--- config.mk ---
export PLATFORM = sky130hd
export DESIGN_NAME = json_token_lexer_top_flat
export DESIGN_NICKNAME = d
export VERILOG_FILES = /design/src/jtl_pkg.sv /design/src/jtl_if.sv /design/src/jtl_lexer_core.sv /design/src/jtl_event_fifo.sv /design/src/json_token_lexer_top.sv /design/src/flat_wrapper.sv
export SDC_FILE = /design/constraint.sdc
export NUM_CORES = 1
export LEC_CHECK = 0
export ABC_CLOCK_PERIOD_IN_PS = 4850
export BUFFER_PORTS_ARGS = -buffer_cell sky130_fd_sc_hd__buf_2
export CORE_MARGIN = 5
export CORE_UTILIZATION = 25
export DETAILED_ROUTE_END_ITERATION = 7
export SKIP_CTS_REPAIR_TIMING = 1
export SLEW_MARGIN = 20
export SYNTH_ARGS = -nofsm -noshare
export SYNTH_HDL_FRONTEND = slang
export SYNTH_SLANG_ARGS = --single-unit
export TNS_END_PERCENT = 100
--- constraint.sdc ---
create_clock -name clk -period 4.85 [get_ports clk]
set_input_delay 0.485 -clock clk [delete_from_list [all_inputs] [get_ports clk]]
set_output_delay 0.485 -clock clk [all_outputs]
set_load 0.02 [all_outputs]
--- src/jtl_pkg.sv ---
// ----------------------------------------------------------------------------
// JSON token lexer package
// Lexer modes, event kinds and the event records passed between modules.
// ----------------------------------------------------------------------------
`timescale 1ns / 1ps

package jtl_pkg;

  typedef enum logic [2:0] {
    MODE_IDLE = 3'd0,
    MODE_STR  = 3'd1,
    MODE_ESC  = 3'd2,
    MODE_HEX  = 3'd3,
    MODE_INT  = 3'd4,
    MODE_FLT  = 3'd5,
    MODE_BOOL = 3'd6,
    MODE_NULL = 3'd7
  } mode_t;

  typedef enum logic [3:0] {
    EV_OBJOPEN  = 4'd0,
    EV_OBJCLOSE = 4'd1,
    EV_ARROPEN  = 4'd2,
    EV_ARRCLOSE = 4'd3,
    EV_STRBYTE  = 4'd4,
    EV_STREND   = 4'd5,
    EV_COLON    = 4'd6,
    EV_INT      = 4'd7,
    EV_FLOAT    = 4'd8,
    EV_BOOL     = 4'd9,
    EV_NULL     = 4'd10,
    EV_ERROR    = 4'd11
  } ev_kind_t;

  typedef struct packed {
    ev_kind_t           kind;
    logic signed [63:0] value;
    logic               last;
  } event_t;

  // Events produced by one byte: zero, one or two, slot 0 first.
  typedef struct packed {
    logic [1:0] count;
    event_t     ev0;
    event_t     ev1;
  } push_t;

endpackage

--- src/jtl_if.sv ---
// ----------------------------------------------------------------------------
// JSON token lexer channels
// Valid/ready interfaces for the byte input and the event output.
// ----------------------------------------------------------------------------
`timescale 1ns / 1ps

interface jtl_byte_if;
  logic       valid;
  logic       ready;
  logic [7:0] in_byte;

  modport source (output valid, output in_byte, input ready);
  modport sink   (input valid, input in_byte, output ready);
endinterface

interface jtl_event_if;
  logic               valid;
  logic               ready;
  logic [3:0]         event_kind;
  logic signed [63:0] token_value;
  logic               last_of_run;

  modport source (output valid, output event_kind, output token_value,
                  output last_of_run, input ready);
  modport sink   (input valid, input event_kind, input token_value,
                  input last_of_run, output ready);
endinterface

--- src/jtl_lexer_core.sv ---
// ----------------------------------------------------------------------------
// JSON token lexer core
// Input byte register, lexer state and the per-byte event decode.
// ----------------------------------------------------------------------------
`timescale 1ns / 1ps

module jtl_lexer_core (
  input  logic          clk,
  input  logic          rst_n,
  jtl_byte_if.sink      in_ch,
  input  logic          room,
  output jtl_pkg::push_t push
);
  import jtl_pkg::*;

  localparam logic [7:0] CH_SPACE  = 8'h20;
  localparam logic [7:0] CH_QUOTE  = 8'h22;
  localparam logic [7:0] CH_PLUS   = 8'h2B;
  localparam logic [7:0] CH_COMMA  = 8'h2C;
  localparam logic [7:0] CH_MINUS  = 8'h2D;
  localparam logic [7:0] CH_DOT    = 8'h2E;
  localparam logic [7:0] CH_COLON  = 8'h3A;
  localparam logic [7:0] CH_QMARK  = 8'h3F;
  localparam logic [7:0] CH_UE     = 8'h45;
  localparam logic [7:0] CH_LBRK   = 8'h5B;
  localparam logic [7:0] CH_BSLASH = 8'h5C;
  localparam logic [7:0] CH_RBRK   = 8'h5D;
  localparam logic [7:0] CH_LB     = 8'h62;
  localparam logic [7:0] CH_LE     = 8'h65;
  localparam logic [7:0] CH_LF     = 8'h66;
  localparam logic [7:0] CH_LN     = 8'h6E;
  localparam logic [7:0] CH_LR     = 8'h72;
  localparam logic [7:0] CH_LT     = 8'h74;
  localparam logic [7:0] CH_LU     = 8'h75;
  localparam logic [7:0] CH_LBRACE = 8'h7B;
  localparam logic [7:0] CH_RBRACE = 8'h7D;

  logic        byte_v_r, byte_v_nxt;
  logic [7:0]  byte_r;
  mode_t       mode_r, mode_nxt;
  logic [63:0] acc_r, acc_nxt;
  logic        neg_r, neg_nxt;
  logic [1:0]  hex_r, hex_nxt;
  logic        boolf_r, boolf_nxt;

  logic        fire;
  logic        accept;
  logic        is_digit;
  logic        tok;
  logic        a_v, b_v;
  ev_kind_t    a_kind, b_kind;
  logic [63:0] a_val;
  logic [63:0] acc_neg;

  assign fire         = byte_v_r && room;
  assign in_ch.ready  = !byte_v_r || room;
  assign accept       = in_ch.valid && in_ch.ready;
  assign is_digit     = byte_r inside {[8'h30:8'h39]};
  assign acc_neg      = 64'd0 - acc_r;

  always_comb begin
    byte_v_nxt = byte_v_r;
    if (accept) begin
      byte_v_nxt = 1'b1;
    end else if (fire) begin
      byte_v_nxt = 1'b0;
    end
  end

  // Mode-specific decode (event a), then the between-tokens handling of the
  // same byte (event b) when the current token ends on it.
  always_comb begin
    mode_nxt  = mode_r;
    acc_nxt   = acc_r;
    neg_nxt   = neg_r;
    hex_nxt   = hex_r;
    boolf_nxt = boolf_r;
    tok       = 1'b0;
    a_v       = 1'b0;
    a_kind    = EV_ERROR;
    a_val     = 64'd0;
    b_v       = 1'b0;
    b_kind    = EV_ERROR;

    case (mode_r)
      MODE_STR: begin
        if (byte_r == CH_QUOTE) begin
          mode_nxt = MODE_IDLE;
          a_v      = 1'b1;
          a_kind   = EV_STREND;
        end else if (byte_r == CH_BSLASH) begin
          mode_nxt = MODE_ESC;
        end else begin
          a_v    = 1'b1;
          a_kind = EV_STRBYTE;
          a_val  = {56'd0, byte_r};
        end
      end
      MODE_ESC: begin
        a_v    = 1'b1;
        a_kind = EV_STRBYTE;
        if (byte_r == CH_LU) begin
          mode_nxt = MODE_HEX;
          hex_nxt  = 2'd0;
          a_val    = {56'd0, CH_QMARK};
        end else begin
          mode_nxt = MODE_STR;
          case (byte_r)
            CH_LB:   a_val = 64'd8;
            CH_LF:   a_val = 64'd12;
            CH_LN:   a_val = 64'd10;
            CH_LR:   a_val = 64'd13;
            CH_LT:   a_val = 64'd9;
            default: a_val = {56'd0, byte_r};
          endcase
        end
      end
      MODE_HEX: begin
        if (hex_r == 2'd3) begin
          hex_nxt  = 2'd0;
          mode_nxt = MODE_STR;
        end else begin
          hex_nxt = hex_r + 2'd1;
        end
      end
      MODE_INT: begin
        if (is_digit) begin
          acc_nxt = (acc_r << 3) + (acc_r << 1) + {60'd0, byte_r[3:0]};
        end else if (byte_r == CH_DOT || byte_r == CH_LE || byte_r == CH_UE) begin
          mode_nxt = MODE_FLT;
        end else begin
          a_v    = 1'b1;
          a_kind = EV_INT;
          a_val  = neg_r ? acc_neg : acc_r;
          tok    = 1'b1;
        end
      end
      MODE_FLT: begin
        if (!(is_digit || byte_r == CH_DOT || byte_r == CH_LE || byte_r == CH_UE ||
              byte_r == CH_MINUS || byte_r == CH_PLUS)) begin
          a_v    = 1'b1;
          a_kind = EV_FLOAT;
          tok    = 1'b1;
        end
      end
      MODE_BOOL, MODE_NULL: begin
        if (!(byte_r inside {[8'h61:8'h7A]})) begin
          a_v    = 1'b1;
          a_kind = (mode_r == MODE_BOOL) ? EV_BOOL : EV_NULL;
          a_val  = (mode_r == MODE_BOOL) ? {63'd0, boolf_r} : 64'd0;
          tok    = 1'b1;
        end
      end
      default: begin
        tok = 1'b1;
      end
    endcase

    if (tok) begin
      mode_nxt = MODE_IDLE;
      if (byte_r <= CH_SPACE || byte_r == CH_COMMA) begin
        b_v = 1'b0;
      end else begin
        case (byte_r)
          CH_LBRACE: begin b_v = 1'b1; b_kind = EV_OBJOPEN;  end
          CH_RBRACE: begin b_v = 1'b1; b_kind = EV_OBJCLOSE; end
          CH_LBRK:   begin b_v = 1'b1; b_kind = EV_ARROPEN;  end
          CH_RBRK:   begin b_v = 1'b1; b_kind = EV_ARRCLOSE; end
          CH_COLON:  begin b_v = 1'b1; b_kind = EV_COLON;    end
          CH_QUOTE:  mode_nxt = MODE_STR;
          CH_LT, CH_LF: begin
            mode_nxt  = MODE_BOOL;
            boolf_nxt = (byte_r == CH_LT);
          end
          CH_LN:     mode_nxt = MODE_NULL;
          default: begin
            if (byte_r == CH_MINUS || is_digit) begin
              mode_nxt = MODE_INT;
              neg_nxt  = (byte_r == CH_MINUS);
              acc_nxt  = is_digit ? {60'd0, byte_r[3:0]} : 64'd0;
            end else begin
              b_v    = 1'b1;
              b_kind = EV_ERROR;
            end
          end
        endcase
      end
    end
  end

  // Pack the events of this byte; the last one carries last_of_run.
  always_comb begin
    push.count      = fire ? ({1'b0, a_v} + {1'b0, b_v}) : 2'd0;
    push.ev0.kind   = a_v ? a_kind : b_kind;
    push.ev0.value  = a_v ? a_val : 64'd0;
    push.ev0.last   = !(a_v && b_v);
    push.ev1.kind   = b_kind;
    push.ev1.value  = 64'd0;
    push.ev1.last   = 1'b1;
  end

  always_ff @(posedge clk) begin
    if (!rst_n) begin
      byte_v_r <= 1'b0;
      mode_r   <= MODE_IDLE;
      acc_r    <= 64'd0;
      neg_r    <= 1'b0;
      hex_r    <= 2'd0;
      boolf_r  <= 1'b0;
    end else begin
      byte_v_r <= byte_v_nxt;
      if (fire) begin
        mode_r  <= mode_nxt;
        acc_r   <= acc_nxt;
        neg_r   <= neg_nxt;
        hex_r   <= hex_nxt;
        boolf_r <= boolf_nxt;
      end
    end
  end

  always_ff @(posedge clk) begin
    if (accept) begin
      byte_r <= in_ch.in_byte;
    end
  end

endmodule

--- src/jtl_event_fifo.sv ---
// ----------------------------------------------------------------------------
// JSON token lexer event queue
// Four-entry result queue: up to two in a cycle, one out a cycle while ready.
// ----------------------------------------------------------------------------
`timescale 1ns / 1ps

module jtl_event_fifo (
  input  logic           clk,
  input  logic           rst_n,
  input  jtl_pkg::push_t push,
  output logic           room,
  jtl_event_if.source    out_ch
);
  import jtl_pkg::*;

  localparam int DEPTH = 4;
  localparam int AW    = $clog2(DEPTH);

  event_t          mem_r [DEPTH];
  logic [AW-1:0]   wr_ptr_r, wr_ptr_nxt;
  logic [AW-1:0]   rd_ptr_r, rd_ptr_nxt;
  logic [AW:0]     count_r, count_nxt;
  logic            pop;
  event_t          head;

  assign room   = (count_r <= (AW+1)'(DEPTH - 2));
  assign pop    = out_ch.valid && out_ch.ready;
  assign head   = mem_r[rd_ptr_r];

  assign out_ch.valid       = (count_r != '0);
  assign out_ch.event_kind  = head.kind;
  assign out_ch.token_value = head.value;
  assign out_ch.last_of_run = head.last;

  always_comb begin
    wr_ptr_nxt = wr_ptr_r + AW'(push.count);
    rd_ptr_nxt = rd_ptr_r + AW'(pop);
    count_nxt  = count_r + (AW+1)'(push.count) - (AW+1)'(pop);
  end

  always_ff @(posedge clk) begin
    if (!rst_n) begin
      wr_ptr_r <= '0;
      rd_ptr_r <= '0;
      count_r  <= '0;
    end else begin
      wr_ptr_r <= wr_ptr_nxt;
      rd_ptr_r <= rd_ptr_nxt;
      count_r  <= count_nxt;
    end
  end

  always_ff @(posedge clk) begin
    if (push.count != 2'd0) begin
      mem_r[wr_ptr_r] <= push.ev0;
    end
    if (push.count == 2'd2) begin
      mem_r[wr_ptr_r + AW'(1)] <= push.ev1;
    end
  end

endmodule

--- src/json_token_lexer_top.sv ---
// Reset: synchronous, active low; lexer idle. An accepted byte is held in the
// byte register and decoded; its events are written into the event queue.
// Throughput: one byte per cycle; the byte register and the per-byte decode
// take a new beat every cycle while the four-entry event queue has two free slots.
// A byte that ends a number or word and is itself a token gives two events,
// which leave the queue one per cycle while the consumer is ready.
// ----------------------------------------------------------------------------
// JSON token lexer top level
// Streams JSON text in one byte per beat and emits token events.
// ----------------------------------------------------------------------------
`timescale 1ns / 1ps

module json_token_lexer_top (
  input  logic         clk,
  input  logic         rst_n,
  jtl_byte_if.sink     in_ch,
  jtl_event_if.source  out_ch
);
  import jtl_pkg::*;

  // The core holds the input byte register and the lexer state. Each cycle
  // it decodes the registered byte against the current mode and hands zero,
  // one or two events to the queue. Reset leaves the accumulator and the
  // flags at zero.
  push_t push;

  // The queue reports room when at least two entries are free, so the core
  // never has to split the events of one byte.
  logic  room;

  jtl_lexer_core u_core (
    .clk   (clk),
    .rst_n (rst_n),
    .in_ch (in_ch),
    .room  (room),
    .push  (push)
  );

  // The queue is the result register: it parts the output handshake from
  // the input side, so a stalled consumer does not stop the next beat from
  // being taken until fewer than two queue entries are free.
  jtl_event_fifo u_fifo (
    .clk    (clk),
    .rst_n  (rst_n),
    .push   (push),
    .room   (room),
    .out_ch (out_ch)
  );

endmodule

--- src/flat_wrapper.sv ---
// flat-port wrapper written by rule: the top's interface ports become plain ports
module json_token_lexer_top_flat import jtl_pkg::*;
  (clk, rst_n, in_ch_valid, in_ch_in_byte, in_ch_ready, out_ch_valid, out_ch_event_kind, out_ch_token_value, out_ch_last_of_run, out_ch_ready);
  jtl_byte_if in_ch_i ();
  jtl_event_if out_ch_i ();
  input  logic clk;
  input  logic rst_n;
  input wire logic [$bits(in_ch_i.valid)-1:0] in_ch_valid;
  input wire logic [$bits(in_ch_i.in_byte)-1:0] in_ch_in_byte;
  output wire logic [$bits(in_ch_i.ready)-1:0] in_ch_ready;
  output wire logic [$bits(out_ch_i.valid)-1:0] out_ch_valid;
  output wire logic [$bits(out_ch_i.event_kind)-1:0] out_ch_event_kind;
  output wire logic [$bits(out_ch_i.token_value)-1:0] out_ch_token_value;
  output wire logic [$bits(out_ch_i.last_of_run)-1:0] out_ch_last_of_run;
  input wire logic [$bits(out_ch_i.ready)-1:0] out_ch_ready;
  assign in_ch_i.valid = in_ch_valid;
  assign in_ch_i.in_byte = in_ch_in_byte;
  assign in_ch_ready = in_ch_i.ready;
  assign out_ch_valid = out_ch_i.valid;
  assign out_ch_event_kind = out_ch_i.event_kind;
  assign out_ch_token_value = out_ch_i.token_value;
  assign out_ch_last_of_run = out_ch_i.last_of_run;
  assign out_ch_i.ready = out_ch_ready;
  json_token_lexer_top u_core (.clk(clk), .rst_n(rst_n), .in_ch(in_ch_i), .out_ch(out_ch_i));
endmodule
== Word-level counts from Yosys, hierarchy flattened ==
Memory sizes are Yosys's and may differ from the RTL's. A register that Yosys moved wholly into a read port is not among the register bits.
Cells that the tools add are included.
Operators by class
  $add $sub $neg: 10
  $lt $le $gt $ge: 6
  equal/unequal tests: 33
  mux-type cells: 64
  bitwise gates (word level): 2
  reductions and logical operators: 33
Operators with widths (number)
  2-to-1 mux 64 bit: 10
  case mux 64 bit (4 select lines): 1
  equality test 8 x 7 -> 1 bit (second input constant): 13
  adder 64 x 4 -> 64 bit: 1
  adder 64 bit: 1
  subtractor 1 x 64 -> 64 bit (first input constant): 1
  equality test 8 x 6 -> 1 bit (second input constant): 6
  case mux 4 bit (5 select lines): 2
  case mux 8 bit (5 select lines): 1
  2-to-1 mux 4 bit: 8
  2-to-1 mux 3 bit: 8
  2-to-1 mux 8 bit: 3
  case mux 3 bit (4 select lines): 2
  2-to-1 mux 1 bit: 17
  less-or-equal comparator 8 x 6 -> 1 bit (second input constant): 2
  2-to-1 mux 2 bit: 8
  equality test 3 bit (second input constant): 4
  logical OR 1 bit: 10
  != test 3 bit (second input constant): 3
  OR reduction 9 bit: 1
  >= comparator 8 x 6 -> 1 bit (second input constant): 1
  >= comparator 8 x 7 -> 1 bit (second input constant): 1
  less-or-equal comparator 8 x 7 -> 1 bit (second input constant): 1
  equality test 3 x 2 -> 1 bit (second input constant): 2
  other kinds (29): 41
Word-level totals
  register bits: 87
  bits in writable memories: 276
  bits of input ports: 12
  output and inout port bits: 71
  word-level logic and storage cells: 159
  memories: 1
Memories
  u_core.u_fifo.mem_r: depth 4, width 69, rd ports 1, clocked after Yosys merged registers in 1, write ports 2, RTL line jtl_event_fifo.sv:19  | event_t mem_r [DEPTH];

== Logic depth before layout (Yosys ltp) ==
  depth after elaboration: 15
  depth in mapped cells: 20
  mapped depth without buffers: 18

== Hierarchy ==
From an unflattened synthesis, not the netlist that was laid out.
Second synthesis, totals
  cell total of the unflattened synthesis: 2070
  area total of the unflattened synthesis: 23787.8 µm²
Modules (own cells, without submodules)
  jtl_event_fifo: times used 1, cells an instance 713, area an instance 13721.9 µm², seq. area each 8428.1 µm²
  jtl_lexer_core: times used 1, cells an instance 1357, area an instance 10065.9 µm², seq. area each 1681.6 µm²

== Worst setup path before layout ==
No wires, ideal clock.
  path type: reg-to-reg
  from: reg u_core.u_core.byte_r[4]
  to: mem u_core.u_fifo.mem_r[1][65] (netlist bit) (data pin)
  library setup time: 0.274 ns
  arrival: 3.749 ns
  required time: 4.576 ns
  path slack: 0.827 ns
  cell stages (with the launch flop): 17
  buffers on the path: 4
  period minus slack after synthesis: 4.023 ns
  cell sequence: edfxtp_1 -> nor4b_4 -> and2_1 -> o21bai_1 -> a221o_1 -> a31oi_1 -> nor2_1 -> and2_1 -> buf_2 -> and3_1 -> ha_1 -> o21ai_1 -> or2_2 -> clkbuf_1 -> clkbuf_1 -> clkbuf_1 -> o22ai_1
RTL lines
  start: declaration: RTL line jtl_lexer_core.sv:39  | logic [7:0] byte_r;
  start signal: assignment: RTL line jtl_lexer_core.sv:224  | byte_r <= in_ch.in_byte;
  end: declaration: RTL line jtl_event_fifo.sv:19

==> results.sh <==
export IMPL_die_h_um=294.8
export IMPL_hold_class="in -> reg"
export IMPL_rsz0062_at_grt="false"
export IMPL_synthMuxAreaShare_pct=7.866
export IMPL_synth_cell_types=87
export IMPL_drv_cap=0
export IMPL_antenna_found_initial=7
export IMPL_cts_root_buffer="clkbuf_16"
export IMPL_rows=104
export IMPL_grt_remaining_overflow=0
export IMPL_clock_sinks=363
export IMPL_path_max_fanout=23
export IMPL_htreeDepth=2
export IMPL_clock_latency_ns=0.58
export IMPL_fp_dieArea_um2=86920
export IMPL_fin_skew_ns=0.04578
export IMPL_async_flop_share_pct=0
export IMPL_p_clk_share_pct=39.7
export IMPL_synthDominantCellAreaShare_pct=33.46
export IMPL_cts_tree="yes"
export IMPL_ant_nets=0
export IMPL_synth_seq_cells=363
export IMPL_ir_drop_mv=0.2101
export IMPL_final_cell_mix="dfxtp_1, o21ai_0, nand2_1, nand3_1, ha_1"
export IMPL_syn_inst=2285
export IMPL_yosys_warnings=0
export IMPL_drtIter0Drc=1089
export IMPL_required_ns=5.09
export IMPL_worstSetupStartpointType="flip-flop"
export IMPL_synth_area_leader_cell="dfxtp_1"
export IMPL_p_sw_w=0.002271
export IMPL_synth_area_leaders="dfxtp_1, ha_1, o21ai_0"
export IMPL_vias_per_cell=5.043
export IMPL_cp_end_kind="flip-flop"
export IMPL_pwr_density_cell_nw_per_um2=328.1
export IMPL_grt_max_degree=90
export IMPL_fmax_mhz=221.0
export IMPL_leakage_nw=8.940
export IMPL_syn_nets=2430
export IMPL_clockBufferDepth=3
export IMPL_numCtsBuffers=39
export IMPL_synthesis_area_um2=20280
export IMPL_synth_xor_xnor_area_share_pct=5.472
export IMPL_yosysSeqAreaShare_pct=37.01
export IMPL_period_needed_ns=4.525
export IMPL_ys_flop_type="dfxtp_1"
export IMPL_final_util_pct=28.67
export IMPL_whs_ns=0.1107
export IMPL_place_hpwl_mm=42.05
export IMPL_drt_wl_total_mm=58.91
export IMPL_dr_pass1_iters=6
export IMPL_p_comb_share_pct=15.9
export IMPL_drive_above_1_share_pct=12.83
export IMPL_place_congestion=0.8821
export IMPL_io_buffers=82
export IMPL_io_pins=83
export IMPL_status="finished, final reports clean"
export IMPL_grt_pass1_vias=16310
export IMPL_die_w_um=294.8
export IMPL_drcViolationCount=0
export IMPL_area_growth_pct=13.86
export IMPL_arrival_ns=4.76
export IMPL_start_util_pct=25.18
export IMPL_finalHoldViolCount=0
export IMPL_grt_use_total_pct=13.16
export IMPL_synth_edf_count=24
export IMPL_switching_share_pct=29.98
export IMPL_fin_crit_sh_pct=93.30
export IMPL_synth_top_family_by_area="compound AO/OA/AOI/OAI gates"
export IMPL_setup_viol=0
export IMPL_p_int_w=0.005305
export IMPL_final_common_cell="dfxtp_1"
export IMPL_slew_headroom_pct=24.72
export IMPL_synthSimpleGateAreaFrac_pct=17.67
export IMPL_coreArea_um2=80550
export IMPL_synthAdderAreaFrac_pct=8.316
export IMPL_path_class="reg -> reg"
export IMPL_synth_area_per_cell_um2=8.876
export IMPL_pwr_share_seq_pct=44.4
export IMPL_synth_compound_area_share_pct=19.95
export IMPL_route_vias_total=17030
export IMPL_report_final_slew_viol_count=0
export IMPL_grt_pass1_wl_mm=93.10
export IMPL_worstMarginPinSlew_ns=1.129
export IMPL_drt_wirelength_per_cell_um=17.45
export IMPL_nets=2429
export IMPL_path_clk_slew_ns=0.07
[through the flow]
| stage | power, W | worst slack, ns | instance area, um2 | instances | setup TNS (ns) |
|---|---|---|---|---|---|
| after detailed placement | 0.004612 | 0.06524 | 21770 | 3302 | 0 |
| after global placement | 0.004601 | 0.1702 | 21770 | 3302 | 0 |
| after global routing | 0.007877 | 0.03662 | 23090 | 3374 | 0 |
| after floorplan | 0.004151 | 0.8274 | 20280 | 2285 | 0 |
| after CTS | 0.007636 | -0.01549 | 23060 | 3373 | -0.01549 |
| final | 0.007576 | 0.3251 | 23090 | 3376 | 0 |
[routing by layer]
metal | vias up | wire length, um | GRT usage (%) | share of wire, %
met5 | - | 13 | 0 | 0.022
met4 | 2 | 1094 | 3.214 | 1.9
met3 | 67 | 3191 | 2.050 | 5.4
met2 | 386 | 26940 | 21.43 | 46
met1 | 8232 | 27670 | 18.36 | 47
li1 | 8338 | - | - | -
[final timing paths]
| check | startpoint | end | slack [ns] | depth (start not counted) |
|---|---|---|---|---|
| max | u_core.u_core.byte_r[7] | u_core.u_fifo.mem_r[1][68] | 0.33 | 14 |
| min | in_ch_in_byte[2] | u_core.u_core.byte_r[2] | 0.11 | 1 |
| max reg2reg | u_core.u_core.byte_r[7] | u_core.u_fifo.mem_r[1][68] | 0.33 | 14 |
| min reg2reg | u_core.u_fifo.mem_r[1][62] | u_core.u_fifo.mem_r[1][62] | 0.45 | 2 |
[synthesized netlist by cell type (23+ instances only)]
library cell / instances
inv_1: 40
nand3_1: 185
a22oi_1: 40
nand2_1: 252
a21o_1: 31
xnor2_1: 75
nor3_1: 25
o21ai_0: 312
ha_1: 130
edfxtp_1: 24
mux4_2: 69
dfxtp_1: 339
a22o_1: 23
a21oi_1: 95
clkbuf_1: 135
nor2b_1: 52
nor2_1: 90
xor2_1: 48
[sequential cells by signal, summed over array words and instances, names as in the netlist]
register and cells:
u_core.u_fifo.mem_r 276, u_core.u_core.acc_r 64, u_core.u_core.byte_r 8, u_core.u_core.mode_r 3
u_core.u_fifo.count_r 3, u_core.u_core.hex_r 2, u_core.u_fifo.rd_ptr_r 2, u_core.u_fifo.wr_ptr_r 2
u_core.u_core.boolf_r 1, u_core.u_core.byte_v_r 1, u_core.u_core.neg_r 1
[cell type report]
type / instances / area, um2
clock inverters: 19 / 196.4
repair buffers: 115 / 720.7
fillers: 8465 / 57460
diodes: 2 / 5.005
multi-input cells: 1724 / 12080
inverters: 41 / 153.9
clock buffers: 52 / 1095
flip-flops and latches: 363 / 7516
well taps: 1060 / 1326
[power by group through the flow]
stage	sequential [W]	combinational (W)	clock, W
after detailed placement	0.00343	0.00118	0
after CTS	0.00336	0.00119	0.00309
after global placement	0.00343	0.00118	0
after global routing	0.00339	0.00129	0.00320
final	0.00336	0.00120	0.00301
after floorplan	0.00323	0.000917	0
[worst max-delay path: stages (launching register included)]
cell and delay (ns):
edfxtp_1 0.52, nand4bb_1 0.41, a2bb2oi_1 0.22, o22ai_2 0.28
o21ai_1 0.12, a31oi_1 0.34, nor2_1 0.13, and2_1 0.18
and3_1 0.18, ha_1 0.46, o21ai_2 0.16, nor2_1 0.54
nor2_1 0.11, buf_4 0.26, inv_1 0.23
[cells by family (layout without fill, tap and decap cells)]
family / Yosys count / after routing
other: 0 / 2
flip-flops: 363 / 363
AO/OA/AOI/OAI: 662 / 662
AND/OR/NAND/NOR: 731 / 731
buffers and inverters: 198 / 227
adder cells (fa/ha/maj): 133 / 133
multiplexers: 73 / 73
XOR/XNOR: 125 / 125
Note: power is estimated with default switching activity, not from simulation.
